`src/hw/rtl/mi_pkg.sv`:
```
`default_nettype none

package mi_pkg;

  // Default working width of the Euclid datapath
  localparam int unsigned WIDTH_DEF = 32;

  // Fixed width of the value, modulus and inverse ports
  localparam int unsigned FIELD_W = 32;

  // Request from the sequencer to the shared divide unit
  typedef struct packed {
    logic start;
  } div_req_t;

  // Status back from the shared divide unit
  typedef struct packed {
    logic busy;
    logic done;
  } div_rsp_t;

endpackage

`default_nettype wire

```
`src/hw/rtl/modular_inverse.sv`:
```
`default_nettype none

// Channel  | Direction | Ports                              | Handshake
// ---------+-----------+------------------------------------+--------------------
// in       | input     | in_value, in_modulus               | in_valid / in_stall
// out      | output    | out_inverse, out_status            | out_valid / out_stall
//
// Each word runs I Euclid iterations (I is at most about 1.44 * WIDTH), and
// each iteration runs one division in the shared shift-subtract divider,
// which also accumulates q * nt.
// rst_n is synchronous; it drops any word in flight and empties the output.
// in_stall is high from accept until the result is loaded into the output
// register; a result waiting on out_stall does not block the next input word.
module modular_inverse #(
  parameter int unsigned WIDTH = mi_pkg::WIDTH_DEF
) (
  input  wire logic                       clk,
  input  wire logic                       rst_n,
  input  wire logic                       in_valid,
  output logic                            in_stall,
  input  wire logic [mi_pkg::FIELD_W-1:0] in_value,
  input  wire logic [mi_pkg::FIELD_W-1:0] in_modulus,
  output logic                            out_valid,
  input  wire logic                       out_stall,
  output logic      [mi_pkg::FIELD_W-1:0] out_inverse,
  output logic                            out_status
);

  localparam logic [1:0] ST_IDLE  = 2'd0;
  localparam logic [1:0] ST_CHECK = 2'd1;
  localparam logic [1:0] ST_DIV   = 2'd2;
  localparam logic [1:0] ST_FIN   = 2'd3;

  logic [1:0]       state_r, state_nxt;
  logic [WIDTH-1:0] r_r, nr_r, t_r, nt_r, mod_r;
  logic             par_r;                  // parity of the coefficient index
  logic             ovalid_r, ovalid_nxt;
  logic [mi_pkg::FIELD_W-1:0] oinv_r;
  logic             ostat_r;

  logic             in_take, out_free;
  logic [63:0]      val_ext, mod_ext, inv_ext;
  logic [WIDTH-1:0] inv_w;
  logic             not_inv, neg;

  mi_pkg::div_req_t div_req;
  mi_pkg::div_rsp_t div_rsp;
  logic [WIDTH-1:0] div_rem, div_prod;

  mi_div #(.WIDTH(WIDTH)) u_div (
    .clk      (clk),
    .rst_n    (rst_n),
    .req      (div_req),
    .rsp      (div_rsp),
    .dividend (r_r),
    .divisor  (nr_r),
    .coef     (nt_r),
    .rem      (div_rem),
    .prod     (div_prod)
  );

  // Fit the 32-bit port words to the working width
  assign val_ext = 64'(in_value);
  assign mod_ext = 64'(in_modulus);

  assign in_stall = !rst_n || (state_r != ST_IDLE);
  assign in_take  = in_valid && !in_stall;
  assign out_free = !ovalid_r || !out_stall;

  // Final gcd above one means no inverse; fold a negative coefficient once
  always_comb begin
    not_inv = (r_r > WIDTH'(1));
    neg     = !par_r && (t_r != '0);
    inv_w   = not_inv ? '0 : (neg ? (mod_r - t_r) : t_r);
    inv_ext = 64'(inv_w);
  end

  always_comb begin
    state_nxt     = state_r;
    div_req.start = 1'b0;
    ovalid_nxt    = ovalid_r && out_stall;
    case (state_r)
      ST_IDLE: begin
        if (in_take) state_nxt = ST_CHECK;
      end
      ST_CHECK: begin
        if (nr_r == '0) begin
          state_nxt = ST_FIN;
        end else begin
          div_req.start = 1'b1;
          state_nxt     = ST_DIV;
        end
      end
      ST_DIV: begin
        if (div_rsp.done) state_nxt = ST_CHECK;
      end
      ST_FIN: begin
        if (out_free) begin
          ovalid_nxt = 1'b1;
          state_nxt  = ST_IDLE;
        end
      end
      default: state_nxt = ST_IDLE;
    endcase
  end

  always_ff @(posedge clk) begin
    if (!rst_n) begin
      state_r  <= ST_IDLE;
      ovalid_r <= 1'b0;
    end else begin
      state_r  <= state_nxt;
      ovalid_r <= ovalid_nxt;
    end
  end

  // Remainder and coefficient pairs: load on accept, advance on each quotient
  always_ff @(posedge clk) begin
    if (in_take) begin
      r_r   <= mod_ext[WIDTH-1:0];
      nr_r  <= val_ext[WIDTH-1:0];
      mod_r <= mod_ext[WIDTH-1:0];
      t_r   <= '0;
      nt_r  <= WIDTH'(1);
      par_r <= 1'b0;
    end else if (state_r == ST_DIV && div_rsp.done) begin
      r_r   <= nr_r;
      nr_r  <= div_rem;
      t_r   <= nt_r;
      nt_r  <= t_r + div_prod;
      par_r <= !par_r;
    end
  end

  // Output register: hold while stalled, load when the slot frees up
  always_ff @(posedge clk) begin
    if (state_r == ST_FIN && out_free) begin
      oinv_r  <= inv_ext[mi_pkg::FIELD_W-1:0];
      ostat_r <= not_inv;
    end
  end

  assign out_valid   = ovalid_r;
  assign out_inverse = oinv_r;
  assign out_status  = ostat_r;

endmodule

`default_nettype wire

```
`src/hw/rtl/mi_div.sv`:
```
`default_nettype none

// Restoring divider, one quotient bit a cycle, MSB first. The same quotient
// bits drive a shift-add accumulator so that q * coef (mod 2^WIDTH) is ready
// together with the remainder.
module mi_div #(
  parameter int unsigned WIDTH = mi_pkg::WIDTH_DEF
) (
  input  wire logic             clk,
  input  wire logic             rst_n,
  input  wire mi_pkg::div_req_t req,
  output mi_pkg::div_rsp_t      rsp,
  input  wire logic [WIDTH-1:0] dividend,
  input  wire logic [WIDTH-1:0] divisor,
  input  wire logic [WIDTH-1:0] coef,
  output logic      [WIDTH-1:0] rem,
  output logic      [WIDTH-1:0] prod
);

  localparam int unsigned CW = (WIDTH > 1) ? $clog2(WIDTH) : 1;

  logic [WIDTH-1:0] dvd_r, div_r, coef_r, rem_r, prod_r;
  logic [WIDTH-1:0] dvd_nxt, rem_nxt, prod_nxt;
  logic [CW-1:0]    cnt_r, cnt_nxt;
  logic             busy_r, busy_nxt, done_r, done_nxt;
  logic [WIDTH:0]   rem_sh;
  logic [WIDTH:0]   rem_sub;
  logic             qbit;

  always_comb begin
    rem_sh   = {rem_r, dvd_r[WIDTH-1]};
    qbit     = (rem_sh >= {1'b0, div_r});
    rem_sub  = rem_sh - {1'b0, div_r};
    dvd_nxt  = dvd_r;
    rem_nxt  = rem_r;
    prod_nxt = prod_r;
    cnt_nxt  = cnt_r;
    busy_nxt = busy_r;
    done_nxt = 1'b0;
    if (req.start) begin
      dvd_nxt  = dividend;
      rem_nxt  = '0;
      prod_nxt = '0;
      cnt_nxt  = '0;
      busy_nxt = 1'b1;
    end else if (busy_r) begin
      dvd_nxt  = {dvd_r[WIDTH-2:0], 1'b0};
      rem_nxt  = qbit ? rem_sub[WIDTH-1:0] : rem_sh[WIDTH-1:0];
      prod_nxt = {prod_r[WIDTH-2:0], 1'b0} + (qbit ? coef_r : '0);
      cnt_nxt  = cnt_r + CW'(1);
      if (cnt_r == CW'(WIDTH - 1)) begin
        busy_nxt = 1'b0;
        done_nxt = 1'b1;
      end
    end
  end

  always_ff @(posedge clk) begin
    if (!rst_n) begin
      busy_r <= 1'b0;
      done_r <= 1'b0;
      cnt_r  <= '0;
    end else begin
      busy_r <= busy_nxt;
      done_r <= done_nxt;
      cnt_r  <= cnt_nxt;
    end
  end

  always_ff @(posedge clk) begin
    dvd_r  <= dvd_nxt;
    rem_r  <= rem_nxt;
    prod_r <= prod_nxt;
    if (req.start) begin
      div_r  <= divisor;
      coef_r <= coef;
    end
  end

  assign rsp.busy = busy_r;
  assign rsp.done = done_r;
  assign rem      = rem_r;
  assign prod     = prod_r;

endmodule

`default_nettype wire

```
`config.mk`:
```
export PLATFORM = sky130hd
export DESIGN_NAME = modular_inverse
export DESIGN_NICKNAME = d
export VERILOG_FILES = /design/src/hw/rtl/mi_pkg.sv /design/src/hw/rtl/modular_inverse.sv /design/src/hw/rtl/mi_div.sv
export SDC_FILE = /design/constraint.sdc
export NUM_CORES = 1
export LEC_CHECK = 0
export BUFFER_PORTS_ARGS = -buffer_cell sky130_fd_sc_hd__buf_2
export CAP_MARGIN = 10
export CORE_ASPECT_RATIO = 0.5
export CORE_UTILIZATION = 53
export CTS_BUF_LIST = sky130_fd_sc_hd__clkbuf_16
export DETAILED_ROUTE_END_ITERATION = 8
export PLACE_DENSITY = 0.71
export SYNTH_ARGS = -nofsm -noshare
export SYNTH_HDL_FRONTEND = slang
export SYNTH_SLANG_ARGS = --single-unit
```
`constraint.sdc`:
```
create_clock -name clk -period 8.15 [get_ports clk]
set_input_delay 0 -clock clk [delete_from_list [all_inputs] [get_ports clk]]
set_output_delay 0 -clock clk [all_outputs]
set_load 0.01 [all_outputs]
```
==> flow_summary.ini <==
[status]
status = finished clean

[power_and_ir_drop]
seqPwrFrac_pct = 38.7
p_comb_share_pct = 36.6
pwr-share-clk_pct = 24.7
total_power_mw = 6.45
power_per_cell_area_nw_per_um2 = 284
vdd_drop_max_mv = 0.215
netSwitchingFraction_pct = 35.9
intPower_mw = 4.14
p_sw_mw = 2.31
p_leak_nw = 8.88

[critical_path]
critPathKind = reg -> reg
cp-end-kind = flop
crit_arrival_ns = 5.97
cp_max_fo = 13
critical_path_required_ns = 8.53
worstSetupStartpointType = flop

[floorplan]
rows = 49
coreArea_um2 = 36500
die_h_um = 139
die_w_um = 277
die-area_um2 = 38500
initial_core_util_pct = 54.8
boundaryPins = 103

[sta]
tightest_slew_ns = 1.10
post-route-min-period_ns = 5.59
fmax_ghz = 0.179
rsz0062_at_grt = no
setup_violations = 0
maxSlewViolCount = 0
tns_ns = 0
timing.final.crit_share_pct = 68.6
hold_violations = 0
fin_ws_ns = 2.56
fin_skew_ns = 0.0240
whs_ns = 0.119
maxSlewHeadroom_pct = 26.8

[clock_network]
clk_pin_slew_ns = 0.07
clk_latency_ns = 0.54
cts.sinks = 364
clockBufferDepth = 3
cts_tree = built
cts_resized = 0
htree_num_levels = 2
numCtsBuffers = 34
cts-root-buf = clkbuf_16

[detailed_routing]
antenna_left = 0
wl_per_cell_um = 18.7
vias_per_cell = 5.77
drtPass1Iterations = 5
finalWirelength_um = 48500
via_count = 14900
route.detailed.drc = 0
drt_iter0_drc = 1445

[synth]
async_reset_ff_share_pct = 0
synthCells = 1939
synth.distinct_cells = 76
yosysTopAreaCell = edfxtp_1
synth_edf_count = 225
netlist.area_leader.share_pct = 33.8
avgSynthCellArea_um2 = 10.3
yosys_register_bits = 364
ys_seq_area_share_pct = 47.8
syn_nets = 2137
synth_area_um2 = 20000
synth_area_leaders = edfxtp_1 (34%), dfxtp_1 (14%), ha_1 (7.9%), mux2_2 (5.3%), a21oi_1 (3.5%)
yosys_warnings = 0
ys.flop_type = edfxtp_1

[placement]
hpwl_um = 33100
portBuffers = 102
pre_cts_slack_ns = 2.63
routabilityCongestion = 0.933
dp.cells = 2458

[global_route]
grt_pass1_wl_um = 77200
overflow = 0
busiest_layer = met2
grt_use_met3_pct = 3.34
antenna_found_initial = 1
grtUsageTotal_pct = 25.1
grt_use_met1_pct = 37.2
grt_max_degree = 162
globalRouteMet2Util_pct = 38.6
grt_pass1_vias = 14000

[cells_and_area]
final_nets = 2275
layout_commonest_cell = edfxtp_1
area_delta_synth_final_pct = 13.6
drive_gt1_share_pct = 13.7
layout_common_cells = edfxtp_1 (225), nand2_1 (179), nor2_1 (168), a21oi_1 (140), dfxtp_1 (138)
layoutNonFillerInstCount = 2587
diodes = 0

[flow_run]
cap_violations = 0

[hold_path]
hold_class = in -> reg
-- registers in the layout, indices dropped and copies added (netlist names), 2 cells and up --
| register | cells |
|---|---|
| u_div.div_r | 32 |
| state_r | 2 |
| u_div.cnt_r | 5 |
| r_r | 32 |
| out_inverse | 32 |
| u_div.coef_r | 32 |
| u_div.dvd_r | 32 |
| u_div.rem | 32 |
| nt_r | 32 |
| mod_r | 32 |
| t_r | 32 |
| u_div.prod | 32 |
| nr_r | 32 |
-- logic make-up after synthesis --
logic type / synth area share, %
compound gates: 16.5
xor+xnor: 4.30
fa+ha+maj: 8.29
buf+inv: 3.42
flops: 47.8
mux: 7.00
simple gates: 12.7
-- power by group through the flow --
stage	clock (mW)	sequential (mW)	combinational [mW]
6_report	1.59	2.50	2.36
5_1_grt	1.68	2.53	2.63
4_1_cts	1.61	2.49	2.33
3_5_place_dp	0	2.53	2.29
3_3_place_gp	0	2.52	2.26
2_1_floorplan	0	2.42	1.88
-- metrics by stage --
step / cell area [um^2] / utilization, %
floorplan: 20000 / -
global placement: 20900 / 57.4
detailed placement: 20900 / 57.4
CTS: 22700 / 62.2
global route: 22700 / 62.2
finish: 22700 / 62.2
-- worst paths after layout --
check | from | to | slack (ns) | cells after the start
worst min-delay path | in_valid | mod_r[4] | 0.12 | 2
worst max-delay path | u_div.div_r[1] | u_div.prod[19] | 2.56 | 23
worst max register to register | u_div.div_r[1] | u_div.prod[19] | 2.56 | 23
worst min register to register | nt_r[27] | u_div.coef_r[27] | 0.46 | 0
-- synthesized netlist by cell type (all sizes together), types with 37 or more instances --
library cell and count:
a21o 49, a21oi 144, clkbuf 67, dfxtp 139, edfxtp 225, ha 126, inv 98, mux2 94
nand2 179, nor2 168, o21ai 92, xnor2 61, xor2 37
-- routing by layer --
metal / up-vias / routed length [um]
met3: 75 / 2770
met5: - / 0
met2: 417 / 20900
li1: 7385 / -
met1: 7050 / 23700
met4: 0 / 1100
-- area by class of cell --
type | count | area [um^2]
timing repair buffer | 182 | 1290
clock buffer | 37 | 926
fill | 2960 | 13800
sequential | 364 | 9540
inverter | 98 | 368
tap | 484 | 606
multi-input combinational | 1397 | 9780
clock inverter | 25 | 166
-- critical path: stages, from the launching register on --
cell	delay, ns
edfxtp_1	0.42
inv_1	0.08
ha_1	0.23
nor2b_1	0.15
o31a_4	0.30
o2111ai_1	0.22
nand3_2	0.19
a31oi_4	0.25
o21ai_2	0.11
a21o_1	0.41
and2_1	0.27
ha_1	0.20
fa_1	0.43
a211o_1	0.31
o211ai_1	0.15
o2111ai_1	0.23
a311oi_1	0.42
o21bai_1	0.14
a21o_1	0.21
a21o_1	0.18
a21o_1	0.18
xor2_1	0.13
mux2i_1	0.15
nor2_1	0.06
-- timing repair --
action / in CTS / in global routing
hold buffers: 67 / 0
hold endpoints to repair: 106 / 0
buffers inserted: 0 / 0
Power figures use the tool's default switching activity.
